==> config.mk <==
export PLATFORM = sky130hd
export DESIGN_NAME = ps2_mouse_packet_tracker
export DESIGN_NICKNAME = d
export VERILOG_FILES = /design/src/rtl/core/ps2mpt_pkg.sv /design/src/rtl/core/ps2mpt_clamp.sv /design/src/rtl/core/ps2_mouse_packet_tracker.sv
export SDC_FILE = /design/constraint.sdc
export NUM_CORES = 1
export LEC_CHECK = 0
export ABC_AREA = 1
export BUFFER_PORTS_ARGS = -buffer_cell sky130_fd_sc_hd__buf_2
export CORE_UTILIZATION = 60
export DETAILED_ROUTE_END_ITERATION = 10
export MAX_ROUTING_LAYER = met4
export PLACE_DENSITY = 0.8
export SKIP_LAST_GASP = 1
export SLEW_MARGIN = 20
export SYNTH_ARGS = -nofsm -noshare
export SYNTH_HDL_FRONTEND = slang
export SYNTH_HIERARCHICAL = 1
export SYNTH_SLANG_ARGS = --single-unit
==> constraint.sdc <==
create_clock -name clock -period 5.65 [get_ports clock]
set_input_delay 0.8475 -clock clock [delete_from_list [all_inputs] [get_ports clock]]
set_output_delay 0.8475 -clock clock [all_outputs]
set_load 0.01 [all_outputs]
==> src/rtl/core/ps2mpt_pkg.sv <==
// ps2mpt_pkg: shared types and constants for the ps/2 mouse packet tracker
// used by ps2mpt_clamp and ps2_mouse_packet_tracker; no dependencies
`default_nettype none

package ps2mpt_pkg;

   // cursor position width and the working width of the update arithmetic
   localparam int POSITION_BITS = 12;
   localparam int LIMIT_BITS    = 12;
   localparam int CALC_BITS     = ((POSITION_BITS > LIMIT_BITS) ? POSITION_BITS : LIMIT_BITS) + 2;
   localparam int DELTA_BITS    = 9;

   // port field widths
   localparam int BYTE_BITS     = 8;
   localparam int COORD_BITS    = 12;
   localparam int BUTTON_BITS   = 3;
   localparam int RSP_BITS      = 2 * COORD_BITS + BUTTON_BITS;
   localparam int RSP_DATA_BITS = ((RSP_BITS + 7) / 8) * 8;
   localparam int RSP_PAD_BITS  = RSP_DATA_BITS - RSP_BITS;
   localparam int CSR_IDX_BITS  = 2;

   // header byte layout
   localparam int SYNC_BIT = 3;

   // clamp bound from the position width
   localparam int POS_MAX_INT = (1 << POSITION_BITS) - 1;
   localparam logic [CALC_BITS-1:0] POS_MAX = CALC_BITS'(POS_MAX_INT);

   // reset values, cursor start clamped to the position range
   localparam int RESET_X_INT = 512;
   localparam int RESET_Y_INT = 384;
   localparam logic [POSITION_BITS-1:0] RESET_X =
      POSITION_BITS'((RESET_X_INT > POS_MAX_INT) ? POS_MAX_INT : RESET_X_INT);
   localparam logic [POSITION_BITS-1:0] RESET_Y =
      POSITION_BITS'((RESET_Y_INT > POS_MAX_INT) ? POS_MAX_INT : RESET_Y_INT);
   localparam logic [LIMIT_BITS-1:0] RESET_X_LIMIT = LIMIT_BITS'(1023);
   localparam logic [LIMIT_BITS-1:0] RESET_Y_LIMIT = LIMIT_BITS'(767);

   // packet byte position
   typedef enum logic [1:0] {
      PHASE_HEADER = 2'd0,
      PHASE_DX     = 2'd1,
      PHASE_DY     = 2'd2
   } phase_type;

   // configuration register indexes
   typedef enum logic [CSR_IDX_BITS-1:0] {
      CSR_X_LIMIT = 2'd0,
      CSR_Y_LIMIT = 2'd1
   } csr_index_type;

endpackage

`default_nettype wire

==> src/rtl/core/ps2mpt_clamp.sv <==
// ps2mpt_clamp: one axis of the cursor update, add a signed step and clamp
// depends on ps2mpt_pkg
`default_nettype none

module ps2mpt_clamp (
   input  wire logic [ps2mpt_pkg::POSITION_BITS-1:0]     pos_i,
   input  wire logic signed [ps2mpt_pkg::DELTA_BITS-1:0] delta_i,
   input  wire logic [ps2mpt_pkg::LIMIT_BITS-1:0]        limit_i,
   output logic [ps2mpt_pkg::POSITION_BITS-1:0]          pos_o
);
   import ps2mpt_pkg::*;

   logic signed [CALC_BITS-1:0] sum;
   logic [CALC_BITS-1:0]        lim_u;
   logic [CALC_BITS-1:0]        step_u;

   // signed sum, then floor at zero, limit and position range
   always_comb begin
      sum    = signed'(CALC_BITS'(pos_i)) + CALC_BITS'(delta_i);
      lim_u  = CALC_BITS'(limit_i);
      step_u = unsigned'(sum);
      if (sum[CALC_BITS-1]) begin
         step_u = '0;
      end
      if (step_u > lim_u) begin
         step_u = lim_u;
      end
      if (step_u > POS_MAX) begin
         step_u = POS_MAX;
      end
      pos_o = step_u[POSITION_BITS-1:0];
   end

endmodule

`default_nettype wire

==> src/rtl/core/ps2_mouse_packet_tracker.sv <==
// ps2_mouse_packet_tracker: the third byte of a packet is held in the input register, then the
// cursor update writes the result register; throughput one byte per cycle unless a dy byte
// waits on a full result slot, with a combinational cursor update between the input register and result register
// synchronous active-high reset: cursor at 512/384, limits 1023/767,
// waiting for a header byte, no result pending
// depends on ps2mpt_pkg and ps2mpt_clamp
`default_nettype none

module ps2_mouse_packet_tracker (
   input  wire logic                                  clock,
   input  wire logic                                  reset,
   // byte stream in
   input  wire logic                                  req_tvalid,
   output logic                                       req_tready,
   input  wire logic [ps2mpt_pkg::BYTE_BITS-1:0]      req_tdata,  // [7:0] data_byte
   // cursor results out
   output logic                                       rsp_tvalid,
   input  wire logic                                  rsp_tready,
   output logic [ps2mpt_pkg::RSP_DATA_BITS-1:0]       rsp_tdata,
   // rsp_tdata: [11:0] cursor_x_out, [23:12] cursor_y_out, [26:24] button_bits,
   // [31:27] zero
   // configuration writes
   input  wire logic                                  csr_valid,
   output logic                                       csr_ready,
   input  wire logic [ps2mpt_pkg::CSR_IDX_BITS-1:0]   csr_index,
   input  wire logic [ps2mpt_pkg::LIMIT_BITS-1:0]     csr_wdata
);
   import ps2mpt_pkg::*;

   // limit registers
   logic [LIMIT_BITS-1:0]    x_limit_ff, x_limit_in;
   logic [LIMIT_BITS-1:0]    y_limit_ff, y_limit_in;

   // input register
   logic                     in_valid_ff, in_valid_in;
   logic [BYTE_BITS-1:0]     in_byte_ff, in_byte_in;

   // packet state
   phase_type                phase_ff, phase_in;
   logic [BUTTON_BITS-1:0]   held_buttons_ff, held_buttons_in;
   logic [BYTE_BITS-1:0]     held_dx_ff, held_dx_in;
   logic [POSITION_BITS-1:0] cursor_x_ff, cursor_x_in;
   logic [POSITION_BITS-1:0] cursor_y_ff, cursor_y_in;

   // result register
   logic                     rsp_valid_ff, rsp_valid_in;
   logic [COORD_BITS-1:0]    rsp_x_ff, rsp_x_in;
   logic [COORD_BITS-1:0]    rsp_y_ff, rsp_y_in;
   logic [BUTTON_BITS-1:0]   rsp_btn_ff, rsp_btn_in;

   logic                     advance;
   logic                     emit;
   logic signed [DELTA_BITS-1:0] dx_step;
   logic signed [DELTA_BITS-1:0] dy_step;
   logic [POSITION_BITS-1:0] new_x;
   logic [POSITION_BITS-1:0] new_y;
   logic [CALC_BITS-1:0]     new_x_ext;
   logic [CALC_BITS-1:0]     new_y_ext;

   // steps: dx adds, dy subtracts
   assign dx_step = signed'({held_dx_ff[BYTE_BITS-1], held_dx_ff});
   assign dy_step = DELTA_BITS'(0) - signed'({in_byte_ff[BYTE_BITS-1], in_byte_ff});

   ps2mpt_clamp u_clamp_x (
      .pos_i   (cursor_x_ff),
      .delta_i (dx_step),
      .limit_i (x_limit_ff),
      .pos_o   (new_x)
   );

   ps2mpt_clamp u_clamp_y (
      .pos_i   (cursor_y_ff),
      .delta_i (dy_step),
      .limit_i (y_limit_ff),
      .pos_o   (new_y)
   );

   assign new_x_ext = CALC_BITS'(new_x);
   assign new_y_ext = CALC_BITS'(new_y);

   // handshakes: a held byte moves on unless it must emit into a full result slot
   assign advance    = in_valid_ff && ((phase_ff != PHASE_DY) || !rsp_valid_ff || rsp_tready);
   assign emit       = advance && (phase_ff == PHASE_DY);
   assign req_tready = !in_valid_ff || advance;
   assign csr_ready  = 1'b1;
   assign rsp_tvalid = rsp_valid_ff;
   assign rsp_tdata  = {RSP_PAD_BITS'(0), rsp_btn_ff, rsp_y_ff, rsp_x_ff};

   // configuration write decode
   always_comb begin
      x_limit_in = x_limit_ff;
      y_limit_in = y_limit_ff;
      if (csr_valid && csr_ready) begin
         case (csr_index)
            CSR_X_LIMIT: x_limit_in = csr_wdata;
            CSR_Y_LIMIT: y_limit_in = csr_wdata;
            default:     ;
         endcase
      end
   end

   // input register load
   always_comb begin
      in_valid_in = in_valid_ff;
      in_byte_in  = in_byte_ff;
      if (req_tvalid && req_tready) begin
         in_valid_in = 1'b1;
         in_byte_in  = req_tdata;
      end else if (advance) begin
         in_valid_in = 1'b0;
      end
   end

   // packet state machine and cursor update
   always_comb begin
      phase_in        = phase_ff;
      held_buttons_in = held_buttons_ff;
      held_dx_in      = held_dx_ff;
      cursor_x_in     = cursor_x_ff;
      cursor_y_in     = cursor_y_ff;
      if (advance) begin
         case (phase_ff)
            PHASE_DX: begin
               held_dx_in = in_byte_ff;
               phase_in   = PHASE_DY;
            end
            PHASE_DY: begin
               cursor_x_in = new_x;
               cursor_y_in = new_y;
               phase_in    = PHASE_HEADER;
            end
            default: begin
               // header byte, drop it when the sync bit is clear
               if (in_byte_ff[SYNC_BIT]) begin
                  held_buttons_in = in_byte_ff[BUTTON_BITS-1:0];
                  phase_in        = PHASE_DX;
               end else begin
                  phase_in = PHASE_HEADER;
               end
            end
         endcase
      end
   end

   // result register
   always_comb begin
      rsp_valid_in = rsp_valid_ff && !rsp_tready;
      rsp_x_in     = rsp_x_ff;
      rsp_y_in     = rsp_y_ff;
      rsp_btn_in   = rsp_btn_ff;
      if (emit) begin
         rsp_valid_in = 1'b1;
         rsp_x_in     = new_x_ext[COORD_BITS-1:0];
         rsp_y_in     = new_y_ext[COORD_BITS-1:0];
         rsp_btn_in   = held_buttons_ff;
      end
   end

   // control and state registers
   always_ff @(posedge clock) begin
      if (reset) begin
         x_limit_ff      <= RESET_X_LIMIT;
         y_limit_ff      <= RESET_Y_LIMIT;
         in_valid_ff     <= 1'b0;
         phase_ff        <= PHASE_HEADER;
         held_buttons_ff <= '0;
         held_dx_ff      <= '0;
         cursor_x_ff     <= RESET_X;
         cursor_y_ff     <= RESET_Y;
         rsp_valid_ff    <= 1'b0;
      end else begin
         x_limit_ff      <= x_limit_in;
         y_limit_ff      <= y_limit_in;
         in_valid_ff     <= in_valid_in;
         phase_ff        <= phase_in;
         held_buttons_ff <= held_buttons_in;
         held_dx_ff      <= held_dx_in;
         cursor_x_ff     <= cursor_x_in;
         cursor_y_ff     <= cursor_y_in;
         rsp_valid_ff    <= rsp_valid_in;
      end
   end

   // payload registers
   always_ff @(posedge clock) begin
      in_byte_ff <= in_byte_in;
      rsp_x_ff   <= rsp_x_in;
      rsp_y_ff   <= rsp_y_in;
      rsp_btn_ff <= rsp_btn_in;
   end

   // a new result only follows the third byte of a packet
   a_rsp_from_dy: assert property (@(posedge clock) disable iff (reset)
      $rose(rsp_valid_ff) |-> $past(phase_ff == PHASE_DY))
      else $error("result raised without a dy byte");

   // completing a packet returns to header
   a_emit_resyncs: assert property (@(posedge clock) disable iff (reset)
      emit |=> (phase_ff == PHASE_HEADER))
      else $error("phase did not return to header after a packet");

   // cursor moves stay within the limit in force
   a_x_within_limit: assert property (@(posedge clock) disable iff (reset)
      !$stable(cursor_x_ff) && !$past(reset) |->
         (CALC_BITS'(cursor_x_ff) <= CALC_BITS'($past(x_limit_ff))))
      else $error("cursor x above limit");

   a_y_within_limit: assert property (@(posedge clock) disable iff (reset)
      !$stable(cursor_y_ff) && !$past(reset) |->
         (CALC_BITS'(cursor_y_ff) <= CALC_BITS'($past(y_limit_ff))))
      else $error("cursor y above limit");

   // input stalls only behind a held byte that waits on a full result slot
   a_stall_cause: assert property (@(posedge clock) disable iff (reset)
      !req_tready |-> (in_valid_ff && rsp_valid_ff && (phase_ff == PHASE_DY)))
      else $error("input stalled without cause");

endmodule

`default_nettype wire

[Word-level counts from Yosys, hierarchy flattened]
Index checks and enable logic that the tools add are counted.
W data, S select, Z words.
Storage, ports and cells
  bits in registers: 98
  bits in latches: 0
  RAM bits: 0
  memory bits (read-only): 0
  input bits: 27
  word-level logic and storage cells: 54
  memories kept: 0
Operators by class
  $add $sub $neg: 3
  $mul: 0
  div/mod/pow operators: 0
  magnitude comparators: 4
  equality and inequality tests: 4
  shifts and indexed selects: 0
  mux-type cells: 11
  bitwise gates (word level): 1
  reduce and logical (&&, ||, !) cells: 18
Operator list (number)
  $mux W13: 4
  $gt A13 B12 Y1: 2
  $gt A13 B12 Y1 const B: 2
  $mux W12: 2
  $add A13 B8 Y14: 1
  $add A13 B9 Y14: 1
  $sub A1 B8 Y9 const A: 1
  $reduce_and A2 Y1: 4
  $eq A2 B1 Y1 const B: 2
  $logic_and A1 B1 Y1: 4
  $mux W1: 4
  $pmux W2 S2: 1
  $logic_not A1 Y1: 3
  $logic_or A1 B1 Y1: 3
  $reduce_and A3 Y1: 1
  $eq A2 B2 Y1 const B: 1
  $logic_not A2 Y1: 1
  $ne A2 B2 Y1 const B: 1
  $reduce_bool A2 Y1: 1
  $reduce_or A2 Y1: 1
  $not A1 Y1: 1

[Depth between registers and ports, before layout]
Gate-level depths: netlist of run 1.
  word-level depth: 7
  mapped depth: 33

[Modules after synthesis]
The synthesis of run 1 kept the hierarchy.
By module, submodules not included
  ps2_mouse_packet_tracker: instances 1, cells an instance 441, area an instance 3803.6 um^2
  ps2mpt_clamp at u_clamp_x: instances 1, cells an instance 290, area an instance 1529.0 um^2
  ps2mpt_clamp at u_clamp_y: instances 1, cells an instance 289, area an instance 1527.7 um^2

[Worst setup path after synthesis of run 1]
No wires, ideal clock.
  path kind: reg2reg
  from: register in_byte_ff[0]
  to: register rsp_y_ff[10] (data pin)
  setup time: 0.259 ns
  arrival time: 3.541 ns
  required time: 5.391 ns
  path slack: 1.850 ns
  cell stages (with the launch flop): 30
  buffers on the path: 2
  cells stage by stage: edfxtp_1 inv_1 ha_1 nand2_1 nor2_1 a31oi_1 ha_1 nand2_2 inv_1 nand2_1 nand2_1 a21oi_2 nand2_2 nand2_2 nand2_4 inv_2 buf_6 nor2_2 ha_1 nand2_1 inv_1 o21bai_1 nand3_1 nand2_1 nand2_1 nand2_1 nand3_2 buf_6 nand2_1 nand2_1
On the way
  word-level cells in the longest chain between the ends: 7
RTL lines
  start: declaration: RTL line ps2_mouse_packet_tracker.sv:36  | logic [BYTE_BITS-1:0] in_byte_ff, in_byte_in;
  start signal: assignment: RTL line ps2_mouse_packet_tracker.sv:186  | in_byte_ff <= in_byte_in;
  $sub A1 B8 Y9 *: RTL line ps2_mouse_packet_tracker.sv:62  | assign dy_step = DELTA_BITS'(0) - signed'({in_byte_ff[BYTE_BITS-1], in_byte_ff});
  net dy_step[8]: RTL line ps2_mouse_packet_tracker.sv:54  | logic signed [DELTA_BITS-1:0] dy_step;
  $add A13 B9 Y14 *: RTL line ps2mpt_clamp.sv:19  | sum = signed'(CALC_BITS'(pos_i)) + CALC_BITS'(delta_i);
  $mux W13 *: RTL line ps2mpt_clamp.sv:22  | if (sum[CALC_BITS-1]) begin
  $gt A13 B12 Y1: RTL line ps2mpt_clamp.sv:25  | if (step_u > lim_u) begin
  $mux W13 *: RTL line ps2mpt_clamp.sv:25
  $gt A13 B12 Y1: RTL line ps2mpt_clamp.sv:28  | if (step_u > POS_MAX) begin
  $mux W12 *: RTL line ps2mpt_clamp.sv:28
  net new_y[10]: RTL line ps2_mouse_packet_tracker.sv:56  | logic [POSITION_BITS-1:0] new_y;
  end signal: assignment: RTL line ps2_mouse_packet_tracker.sv:188  | rsp_y_ff <= rsp_y_in;
  end: declaration: RTL line ps2_mouse_packet_tracker.sv:48  | logic [COORD_BITS-1:0] rsp_y_ff, rsp_y_in;
The timed path passes the listed nets; every way through them passes the cells marked *.
A chain may end at the register's enable or synchronous reset.

[Worst setup path after layout of run 1]
  from: register in_byte_ff[0]
  to: register cursor_y_ff[0]
On the way
  word-level cells in the longest chain between the ends: 7
RTL lines
  $sub A1 B8 Y9 *: RTL line ps2_mouse_packet_tracker.sv:62
  net dy_step[8]: RTL line ps2_mouse_packet_tracker.sv:54
  $add A13 B9 Y14 *: RTL line ps2mpt_clamp.sv:19
  $mux W13 *: RTL line ps2mpt_clamp.sv:22
  $gt A13 B12 Y1: RTL line ps2mpt_clamp.sv:25
  $mux W13 *: RTL line ps2mpt_clamp.sv:25
  $gt A13 B12 Y1: RTL line ps2mpt_clamp.sv:28
  $mux W12 *: RTL line ps2mpt_clamp.sv:28
  net new_y[0]: RTL line ps2_mouse_packet_tracker.sv:56
  end signal: assignment: RTL line ps2_mouse_packet_tracker.sv:179  | cursor_y_ff <= cursor_y_in;
  end: declaration: RTL line ps2_mouse_packet_tracker.sv:43  | logic [POSITION_BITS-1:0] cursor_y_ff, cursor_y_in;
Marked as above.

==> results of run 1 <==
-- metal layers --
layer / vias up / GRT usage
li1: 3222 / -
met2: 200 / 0.425
met3: 19 / 0.0538
met5: - / -
met1: 2650 / 0.389
met4: 0 / 0.0985
-- registers in the layout, indices dropped and copies added (netlist names), 8 cells and up --
name	cells
x_limit_ff	12
cursor_x_ff	12
cursor_y_ff	12
in_byte_ff	8
held_dx_ff	8
rsp_x_ff	12
y_limit_ff	12
rsp_y_ff	12
-- metrics by stage --
step | instances | hold WS (ns) | power, mW | instance area, sq um | setup slack (ns)
CTS | 1203 | 0.433 | 1.77 | 7450 | 0.804
global placement | 1187 | 0.416 | 1.06 | 7110 | 1.06
floorplan | 1024 | 0.408 | 1.02 | 6880 | 1.85
finish | 1203 | 0.432 | 1.77 | 7450 | 0.710
detailed placement | 1187 | 0.416 | 1.07 | 7110 | 0.849
global route | 1203 | 0.437 | 1.84 | 7450 | 0.142
-- layout by cell type, fill, tap and decap left out, types with 4 or more instances in the layout --
| master | count |
|---|---|
| buf_2 | 55 |
| inv_2 | 5 |
| inv_1 | 189 |
| ha_1 | 53 |
| edfxtp_1 | 35 |
| o21ai_0 | 10 |
| nor3_1 | 4 |
| nand3_2 | 6 |
| nand3b_1 | 4 |
| nor2_2 | 22 |
| nor2_1 | 104 |
| clkbuf_16 | 10 |
| conb_1 | 6 |
| dfxtp_1 | 63 |
| nand4_1 | 50 |
| nand3_1 | 55 |
| o21bai_1 | 4 |
| xor2_1 | 8 |
| a21oi_2 | 5 |
| a21oi_1 | 17 |
| nand2_2 | 9 |
| nand2_1 | 330 |
-- cells by family after synthesis --
family                     after synthesis  share of synthesized area
AOI/OAI and AO/OA                       38                     0.0325
and+or+nand+nor                        589                      0.375
other                                    2                    0.00109
xor gates and xnor gates                 9                     0.0115
DFF                                     98                      0.337
buffers and inverters                  229                      0.140
adders and majority gates               55                      0.102
-- area by class of cell --
cell class                      instances  area (sq um)
Clock buffer                           10           250
Clock inverter                          6          92.6
Fill cell                             969          3530
Sequential cell                        98          2310
Inverter                              195           732
Timing Repair Buffer                   57           290
Tap cell                              140           175
Multi-Input combinational cell        697          3600
-- worst max path at each step --
stage	slack, ns	startpoint	cells after the start	endpoint
global placement	1.06	in_byte_ff[0]$_DFFE_PP_	27	cursor_y_ff[11]$_SDFFE_PP0P_
CTS	0.80	in_byte_ff[0]$_DFFE_PP_	29	cursor_y_ff[0]$_SDFFE_PP0P_
floorplan	1.85	in_byte_ff[0]$_DFFE_PP_	29	rsp_y_ff[10]$_DFFE_PP_
finish	0.71	in_byte_ff[0]$_DFFE_PP_	28	cursor_y_ff[0]$_SDFFE_PP0P_
detailed placement	0.85	in_byte_ff[0]$_DFFE_PP_	28	cursor_y_ff[4]$_SDFFE_PP0P_
global route	0.14	in_byte_ff[0]$_DFFE_PP_	28	cursor_y_ff[2]$_SDFFE_PP0P_
-- power groups by stage --
stage	registers (mW)	clock network, mW	logic (mW)
floorplan	0.783	0	0.232
global placement	0.792	0	0.270
detailed placement	0.792	0	0.277
CTS	0.776	0.715	0.279
global route	0.778	0.741	0.322
finish	0.777	0.706	0.284
==> results.sh, run 1 <==
export IMPL_synthFlopType="dfxtp_1"
export IMPL_setup_viol=0
export IMPL_syn_to_final_growth_pct=8.64
export IMPL_ys_seq_elements=98
export IMPL_boundaryPins=62
export IMPL_die_w_microns=109
export IMPL_r2r_slack_ns=0.71
export IMPL_combPwrFrac=0.161
export IMPL_fin_crit_ns=4.94
export IMPL_track_usage=0.286
export IMPL_ctsLongestPathBuffers=2
export IMPL_hold_end="rsp_btn_ff[1]$_DFFE_PP_"
export IMPL_num_nets_final=1140
export IMPL_synth_cells=1020
export IMPL_synth_cell_types=32
export IMPL_clk_pin_slew_worst_paths_ns=0.07
export IMPL_drtIter0Drc=494
export IMPL_syn_area_per_cell_sq_um=6.73
export IMPL_synth_area_top_cells="dfxtp_1 (18%), nand2_1 (18%), edfxtp_1 (15%)"
export IMPL_cts_tree="done"
export IMPL_final_util=0.679
export IMPL_routed_wl_met2_microns=6590
export IMPL_via_per_inst=5.06
export IMPL_drv_slew=0
export IMPL_finalSetupTns_ns=0
export IMPL_antenna_found_initial=0
export IMPL_post_route_period_util=0.874
export IMPL_hold_path_startpoint="held_buttons_ff[1]$_SDFFE_PP0P_"
export IMPL_clkSinkCount=98
export IMPL_post_cts_buffers=0
export IMPL_met3WireLength_microns=968
export IMPL_htree_levels=3
export IMPL_worstPathArrival_ns=5.18
export IMPL_slowest_stage="ha_1"
export IMPL_startpoint_type="flip-flop"
export IMPL_cp_required_ns=5.89
export IMPL_portBuffers=55
export IMPL_dr_max_layer_used="met4"
export IMPL_postCtsHoldBufs=0
export IMPL_slowest_delay_ns=0.49
export IMPL_routed_wl_microns=15400
export IMPL_drive_gt1_frac=0.115
export IMPL_powerDensity_nw_per_um2=237
export IMPL_wl_per_cell_microns=12.8
export IMPL_max_slew_worst_pin_slew_ns=0.855
export IMPL_vias=6091
export IMPL_yosysTopAreaCell="dfxtp_1"
export IMPL_overflow=0
export IMPL_synth_edf_count=35
export IMPL_status="complete, no violations"
export IMPL_drt_met1_wl_microns=7460
export IMPL_drcViolationCount=0
export IMPL_ant_nets=0
export IMPL_rsz0062_at_grt="no"
export IMPL_insertion_delay_ns=0.36
export IMPL_yosysWarnings=6
export IMPL_grt_pass1_vias=5382
export IMPL_clockPowerShare=0.400
export IMPL_routabilityCongestion=0.948
export IMPL_ir_drop_mv=0.198
export IMPL_place_hpwl_microns=11500
export IMPL_sequentialPowerShare=0.440
export IMPL_cp_top_family="simple AND/OR/NAND/NOR gates"
export IMPL_maxCapViolCount=0
export IMPL_p_int_mw=1.27
export IMPL_cts_resized=0
export IMPL_relSlewSlack=0.427
export IMPL_whs_path_depth=0
export IMPL_grt_pass1_wl_microns=25200
export IMPL_initial_utilization=0.625
export IMPL_root_buffer="clkbuf_16"
export IMPL_switchingPower_uw=498
export IMPL_die_area_sq_um=11900
export IMPL_synthTopCellsByCount="nand2_1 (330), inv_1 (189), nor2_1 (104)"
export IMPL_yosysSeqAreaShare=0.337
export IMPL_num_rows=38
export IMPL_chipHeight_microns=109
export IMPL_yosys_area_top_type_share=0.184
export IMPL_r2r_start="in_byte_ff[0]$_DFFE_PP_"
export IMPL_path_class="reg -> reg"
export IMPL_yosysMostFrequentCell="nand2_1"
export IMPL_critical_path_buf_inv_count=2
export IMPL_hold_viol=0
export IMPL_skew_ns=0.0105
export IMPL_synth_area_sq_um=6860
export IMPL_max_freq_ghz=0.202
export IMPL_reg2reg_depth=28
export IMPL_diodes=0
export IMPL_cp_max_fo=14
export IMPL_regToRegEndpoint="cursor_y_ff[0]$_SDFFE_PP0P_"
export IMPL_swShare=0.282
export IMPL_crit_path_end_kind="flip-flop"
export IMPL_min_path_type="reg -> reg"
export IMPL_leakagePower_nw=4.29
export IMPL_cpMostUsedCell="nand2_1"
export IMPL_dr_pass1_iters=5
export IMPL_core_sq_um=11000
export IMPL_grt_max_degree=61
export IMPL_ys_async_sr_fraction=0
export IMPL_cts_inserted_buffers=9
(Power assumes the default switching activity.)
==> run 2, diff against run 1 <==
--- a/config.mk
+++ b/config.mk
@@ -5,7 +5,6 @@
 export SDC_FILE = /design/constraint.sdc
 export NUM_CORES = 1
 export LEC_CHECK = 0
-export ABC_AREA = 1
 export BUFFER_PORTS_ARGS = -buffer_cell sky130_fd_sc_hd__buf_2
 export CORE_UTILIZATION = 60
 export DETAILED_ROUTE_END_ITERATION = 10
==> constraint.sdc (replaced) <==
create_clock -name clock -period 5 [get_ports clock]
set_input_delay 0.75 -clock clock [delete_from_list [all_inputs] [get_ports clock]]
set_output_delay 0.75 -clock clock [all_outputs]
set_load 0.01 [all_outputs]
==> results.sh, run 2 <==
export IMPL_finalWorstSetupSlack_ns=-0.119
export IMPL_skew_ns=0.0158
export IMPL_powerDensity_nw_per_um2=234
export IMPL_place_hpwl_microns=14200
export IMPL_num_rows=38
export IMPL_routabilityCongestion=0.943
export IMPL_drtIter0Drc=646
export IMPL_core_sq_um=10800
export IMPL_total_power_mw=1.87
export IMPL_critical_path_buf_inv_count=2
export IMPL_whs_path_depth=0
export IMPL_yosys_area_top_type_share=0.189
export IMPL_synth_area_sq_um=6680
export IMPL_boundaryPins=62
export IMPL_cts_tree="done"
export IMPL_synth_compound_area_share=0.225
export IMPL_synthFlopType="dfxtp_1"
export IMPL_hold_path_startpoint="held_buttons_ff[1]$_SDFFE_PP0P_"
export IMPL_rsz0062_at_grt="yes"
export IMPL_dr_pass1_iters=5
export IMPL_antenna_found_initial=0
export IMPL_maxCapViolCount=0
export IMPL_ys_seq_elements=98
export IMPL_worstPathArrival_ns=5.39
export IMPL_slowest_stage="or4_4"
export IMPL_path_class="reg -> reg"
export IMPL_setup_viol=17
export IMPL_hold_end="rsp_btn_ff[1]$_DFFE_PP_"
export IMPL_slowest_delay_ns=0.59
export IMPL_dp_cells=972
export IMPL_ir_drop_mv=0.174
export IMPL_cpMostUsedCell="nor2_4"
export IMPL_cp_max_fo=4
export IMPL_chipHeight_microns=108
export IMPL_status="finished with violations"
export IMPL_diodes=0
export IMPL_drive_gt1_frac=0.245
export IMPL_synth_top_family_by_area="compound AO/OA/AOI/OAI gates"
export IMPL_syn_area_per_cell_sq_um=8.84
export IMPL_post_route_period_util=1.02
export IMPL_min_path_type="reg -> reg"
export IMPL_crit_path_end_kind="flip-flop"
export IMPL_post_synth_and_or_nand_nor_area_fraction=0.218
export IMPL_regToRegEndpoint="cursor_y_ff[8]$_SDFFE_PP1P_"
export IMPL_clkSinkCount=98
export IMPL_instances_no_fill=996
export IMPL_yosysTopAreaCell="dfxtp_1"
export IMPL_switchingPower_uw=585
export IMPL_die_w_microns=108
export IMPL_drcViolationCount=0
export IMPL_drv_slew=0
export IMPL_yosysSeqAreaShare=0.346
export IMPL_die_area_sq_um=11600
export IMPL_clockPowerShare=0.246
export IMPL_routed_wl_microns=19500
export IMPL_design_area_sq_um=7980
export IMPL_layout_common_cells="dfxtp_1 (63), nand2_1 (58), buf_4 (55)"
export IMPL_insertion_delay_ns=0.39
export IMPL_initial_utilization=0.616
export IMPL_grt_pass1_vias=6000
export IMPL_relSlewSlack=0.445
export IMPL_synth_xor_area_frac=0.0275
export IMPL_syn_to_final_growth_pct=19.3
export IMPL_wl_per_cell_microns=19.6
export IMPL_postCtsHoldBufs=0
export IMPL_synth_mux_area_frac=0.0195
export IMPL_synth_cells=756
export IMPL_layout_commonest_cell="dfxtp_1"
export IMPL_overflow=0
export IMPL_swShare=0.313
export IMPL_fin_crit_ns=5.12
export IMPL_ant_nets=0
export IMPL_max_freq_ghz=0.195
export IMPL_synth_fa_ha_area_frac=0.105
export IMPL_sequentialPowerShare=0.466
export IMPL_clk_pin_slew_worst_paths_ns=0.10
export IMPL_ys_async_sr_fraction=0
export IMPL_reg2reg_depth=22
export IMPL_cp_top_family="simple AND/OR/NAND/NOR gates"
export IMPL_num_nets_final=933
export IMPL_violations="setup timing"
export IMPL_leakagePower_nw=3.37
export IMPL_final_util=0.736
export IMPL_startpoint_type="flip-flop"
export IMPL_hold_viol=0
export IMPL_yosysMostFrequentCell="dfxtp_1"
export IMPL_root_buffer="clkbuf_8"
export IMPL_max_slew_worst_pin_slew_ns=0.832
export IMPL_vias=6279
export IMPL_cp_required_ns=5.28
export IMPL_postPlaceCellArea_sq_um=7370
export IMPL_synthTopCellsByCount="dfxtp_1 (63), nand2_1 (58), ha_1 (53)"
export IMPL_combPwrFrac=0.289
export IMPL_portBuffers=55
export IMPL_yosysWarnings=6
export IMPL_cts_inserted_buffers=9
export IMPL_synth_edf_count=35
export IMPL_r2r_start="in_byte_ff[5]$_DFFE_PP_"
export IMPL_ctsLongestPathBuffers=2
export IMPL_r2r_slack_ns=-0.12
export IMPL_synth_cell_types=88
export IMPL_finalSetupTns_ns=-1.12
export IMPL_via_per_inst=6.30
export IMPL_track_usage=0.348
export IMPL_synth_area_top_cells="dfxtp_1 (19%), edfxtp_1 (16%), ha_1 (9.9%)"
export IMPL_htree_levels=3
export IMPL_grt_pass1_wl_microns=29900
export IMPL_p_int_mw=1.29
export IMPL_path_cells="or4_4 > nor4_4 > xnor2_1 > ha_1 > and4_1 > a21o_2 > a211oi_4 > o21ai_1 > nor2_2 > nor2_4 > buf_6 > nor2_4 > ha_4 > a21oi_1 > nand2_1 > a211oi_1 > buf_4 > o22ai_4 > a222oi_1 > nand3_1 > and3_4 > a211o_1"
export IMPL_grt_max_degree=72
[run 2: cell types whose count changed in the layout (fill, tap and decap cells not counted), moves of 19 or more]
cell      delta
nand4_1     -43
inv_1      -140
buf_4       +53
nand2b_1    +24
nor2_1      -64
o21ai_0     +22
nor2_2      -19
nand2_1    -272
a21oi_1     +28
nand3_1     -21
[run 2: how the worst max path moves through the flow]
stage	from	end	slack, ns	depth (start not counted)
after detailed placement	in_byte_ff[2]$_DFFE_PP_	cursor_y_ff[7]$_SDFFE_PP1P_	-0.12	22
after CTS	in_byte_ff[2]$_DFFE_PP_	cursor_y_ff[7]$_SDFFE_PP1P_	-0.06	23
final	in_byte_ff[5]$_DFFE_PP_	cursor_y_ff[8]$_SDFFE_PP1P_	-0.12	22
after global routing	in_byte_ff[5]$_DFFE_PP_	cursor_y_ff[10]$_SDFFE_PP0P_	-0.32	25
after global placement	in_byte_ff[2]$_DFFE_PP_	cursor_y_ff[7]$_SDFFE_PP1P_	0.05	22
after floorplan	in_byte_ff[2]$_DFFE_PP_	cursor_y_ff[7]$_SDFFE_PP1P_	-0.003	20
[run 2: repair_timing]
item | CTS | global route
resized for setup | 10 | 62
pin swaps | 7 | 52
setup endpoints to repair | 17 | 24
setup buffers | 1 | 9
[run 2: cell families after synthesis]
group                    after synthesis
other                                  2
buffers and inverters                 88
flip-flops                            98
XOR/XNOR                              21
multiplexers                          13
AND/OR/NAND/NOR                      272
AO/OA/AOI/OAI                        207
adder cells (fa/ha/maj)               55
[run 2: final cells by class]
type | instances | area, sq um
Multi-Input combinational cell | 574 | 4350
Fill cell | 843 | 2870
Sequential cell | 98 | 2310
Timing Repair Buffer | 118 | 785
Inverter | 50 | 188
Tap cell | 140 | 175
Clock buffer | 10 | 128
Clock inverter | 6 | 33.8
[run 2: routing by layer]
layer	GRT usage	vias up	wire, microns
met4	0.191	0	925
met5	-	-	0
met2	0.580	222	9660
met3	0.0484	62	1070
li1	-	2944	-
met1	0.406	3051	7880
[run 2: power groups by stage]
stage | Sequential (mW) | Clock [mW] | Combinational [mW]
after global routing | 0.873 | 0.495 | 0.577
after CTS | 0.870 | 0.469 | 0.439
final | 0.871 | 0.459 | 0.540
after floorplan | 0.885 | 0 | 0.264
after detailed placement | 0.888 | 0 | 0.428
after global placement | 0.887 | 0 | 0.417
[run 2: metrics by stage]
stage	hold WS, ns	worst slack [ns]
after floorplan	0.409	-0.00295
after global placement	0.418	0.0517
after detailed placement	0.427	-0.124
after CTS	0.450	-0.0550
after global routing	0.461	-0.321
final	0.450	-0.119
[run 2: worst reg2reg max path, cell delays in order, from the launching register on]
cell and delay (ns):
edfxtp_1 0.42, or4_4 0.59, nor4_4 0.28, xnor2_1 0.11, ha_1 0.31, and4_1 0.17, a21o_2 0.22, a211oi_4 0.25
o21ai_1 0.14, nor2_2 0.19, nor2_4 0.07, buf_6 0.12, nor2_4 0.14, ha_4 0.23, a21oi_1 0.22, nand2_1 0.10
a211oi_1 0.25, buf_4 0.18, o22ai_4 0.11, a222oi_1 0.35, nand3_1 0.17, and3_4 0.18, a211o_1 0.22
==> run 3, diff against run 2 <==
--- a/config.mk
+++ b/config.mk
@@ -6,10 +6,10 @@
 export NUM_CORES = 1
 export LEC_CHECK = 0
 export BUFFER_PORTS_ARGS = -buffer_cell sky130_fd_sc_hd__buf_2
-export CORE_UTILIZATION = 60
+export CORE_UTILIZATION = 55
 export DETAILED_ROUTE_END_ITERATION = 10
 export MAX_ROUTING_LAYER = met4
-export PLACE_DENSITY = 0.8
+export PLACE_DENSITY = 0.75
 export SKIP_LAST_GASP = 1
 export SLEW_MARGIN = 20
 export SYNTH_ARGS = -nofsm -noshare
==> results.sh, run 3 (synthesis results as in run 2) <==
export IMPL_ctsLongestPathBuffers=2
export IMPL_num_nets_final=931
export IMPL_min_path_type="reg -> reg"
export IMPL_switchingPower_uw=627
export IMPL_place_hpwl_microns=14500
export IMPL_syn_to_final_growth_pct=20.0
export IMPL_clkSinkCount=98
export IMPL_cp_required_ns=5.25
export IMPL_crit_path_end_kind="flip-flop"
export IMPL_clk_pin_slew_worst_paths_ns=0.07
export IMPL_antenna_found_initial=0
export IMPL_slowest_stage="or4_4"
export IMPL_setup_viol=8
export IMPL_grt_pass1_vias=6016
export IMPL_die_w_microns=112
export IMPL_dp_slack_ns=-0.193
export IMPL_clockPowerShare=0.350
export IMPL_routabilityCongestion=0.962
export IMPL_sequentialPowerShare=0.414
export IMPL_finalWorstSetupSlack_ns=-0.0750
export IMPL_grt_pass1_wl_microns=30500
export IMPL_max_slew_worst_pin_slew_ns=0.840
export IMPL_initial_utilization=0.575
export IMPL_path_class="reg -> reg"
export IMPL_via_per_inst=6.22
export IMPL_cts_inserted_buffers=9
export IMPL_instances_no_fill=997
export IMPL_ir_drop_mv=0.192
export IMPL_cp_max_fo=7
export IMPL_leakagePower_nw=3.41
export IMPL_drive_gt1_frac=0.231
export IMPL_relSlewSlack=0.439
export IMPL_skew_ns=0.0108
export IMPL_postCtsHoldBufs=0
export IMPL_drtIter0Drc=471
export IMPL_portBuffers=55
export IMPL_overflow=0
export IMPL_violations="DRC, setup timing"
export IMPL_rsz0062_at_grt="yes"
export IMPL_powerDensity_nw_per_um2=263
export IMPL_status="finished with violations"
export IMPL_num_rows=39
export IMPL_drv_slew=0
export IMPL_max_freq_ghz=0.197
export IMPL_combPwrFrac=0.236
export IMPL_swShare=0.297
export IMPL_maxCapViolCount=0
export IMPL_layout_commonest_cell="dfxtp_1"
export IMPL_boundaryPins=62
export IMPL_chipHeight_microns=112
export IMPL_worstPathArrival_ns=5.32
export IMPL_routed_wl_microns=19700
export IMPL_final_util=0.690
export IMPL_path_cells="or4_4 > nor2_4 > xnor2_2 > ha_1 > buf_6 > a211oi_4 > nor2_4 > a211oi_4 > o21ai_1 > nor2_2 > nor2_4 > buf_6 > nor2b_2 > ha_4 > nand4_1 > nor4_2 > or3_4 > o22ai_4 > nor3_2 > buf_4 > a22oi_1 > o211ai_1 > and3_1 > a211o_1"
export IMPL_htree_levels=3
export IMPL_p_int_mw=1.48
export IMPL_layout_common_cells="dfxtp_1 (63), nand2_1 (58), buf_4 (55)"
export IMPL_multiInputGateArea_sq_um=4270
export IMPL_dr_pass1_iters=7
export IMPL_slowest_delay_ns=0.62
export IMPL_startpoint_type="flip-flop"
export IMPL_fillCellCount=942
export IMPL_dp_cells=974
export IMPL_diodes=0
export IMPL_cpMostUsedCell="nor2_4"
export IMPL_drcViolationCount=3
export IMPL_insertion_delay_ns=0.36
export IMPL_wl_per_cell_microns=19.7
export IMPL_track_usage=0.324
export IMPL_hold_viol=0
export IMPL_fin_crit_ns=5.08
export IMPL_root_buffer="clkbuf_16"
export IMPL_core_sq_um=11600
export IMPL_grt_max_degree=72
export IMPL_ant_nets=0
export IMPL_cts_tree="done"
export IMPL_die_area_sq_um=12600
export IMPL_seq_area_sq_um=2310
export IMPL_vias=6198
export IMPL_post_route_period_util=1.02
[run 3: metal layers]
layer  global-route usage  share of wire  vias to the layer above
li1                     -              -                     2944
met1                0.376           0.40                     2966
met2                0.551           0.50                      246
met3               0.0502          0.057                       42
met4                0.156          0.039                        0
met5                    -              0                        -
[run 3: through the flow]
| step | area (sq um) | hold WS, ns | setup TNS, ns | total power [mW] |
|---|---|---|---|---|
| after floorplan | 6700 | 0.409 | -0.00295 | 1.15 |
| after global placement | 7370 | 0.423 | -0.103 | 1.31 |
| after detailed placement | 7370 | 0.427 | -2.19 | 1.31 |
| after CTS | 7780 | 0.444 | 0 | 2.07 |
| after global routing | 8020 | 0.464 | -3.19 | 2.19 |
| final | 8020 | 0.449 | -0.174 | 2.11 |
[run 3: path summary, 6_finish.rpt]
kind | from | end | slack [ns] | cells past startpoint
max | in_byte_ff[3]$_DFFE_PP_ | cursor_y_ff[7]$_SDFFE_PP1P_ | -0.08 | 24
min | held_buttons_ff[1]$_SDFFE_PP0P_ | rsp_btn_ff[1]$_DFFE_PP_ | 0.45 | 0
max reg2reg | in_byte_ff[3]$_DFFE_PP_ | cursor_y_ff[7]$_SDFFE_PP1P_ | -0.08 | 24
min reg2reg | held_buttons_ff[1]$_SDFFE_PP0P_ | rsp_btn_ff[1]$_DFFE_PP_ | 0.45 | 0
[run 3: area by class of cell]
cell class,count,share of cell area
multi-input combinational,574,0.532
timing repair buffer,116,0.0950
sequential,98,0.288
clock inverter,7,0.0108
clock buffer,9,0.0281
tap,143,0.0223
inverter,50,0.0234
[run 3: timing repair]
item | CTS | global route
cloned | 1 | 0
endpoints found under the setup margin | 24 | 24
pin swaps | 15 | 21
setup buffers | 2 | 4
gates resized for setup | 17 | 38
[run 3: critical path: cells and delay by family (launching register included)]
kind | cells | cell delay (ns)
compound gates | 7 | 1.39
xor+xnor | 1 | 0.07
fa+ha+maj | 2 | 0.58
buf+inv | 3 | 0.45
flops | 1 | 0.41
simple gates | 11 | 2.07
[run 3: power by group through the flow]
stage,logic [mW],clock network (mW),registers (mW)
4_1_cts,0.444,0.751,0.872
2_1_floorplan,0.264,0,0.885
3_5_place_dp,0.424,0,0.890
5_1_grt,0.533,0.778,0.875
6_report,0.497,0.739,0.873
3_3_place_gp,0.416,0,0.889
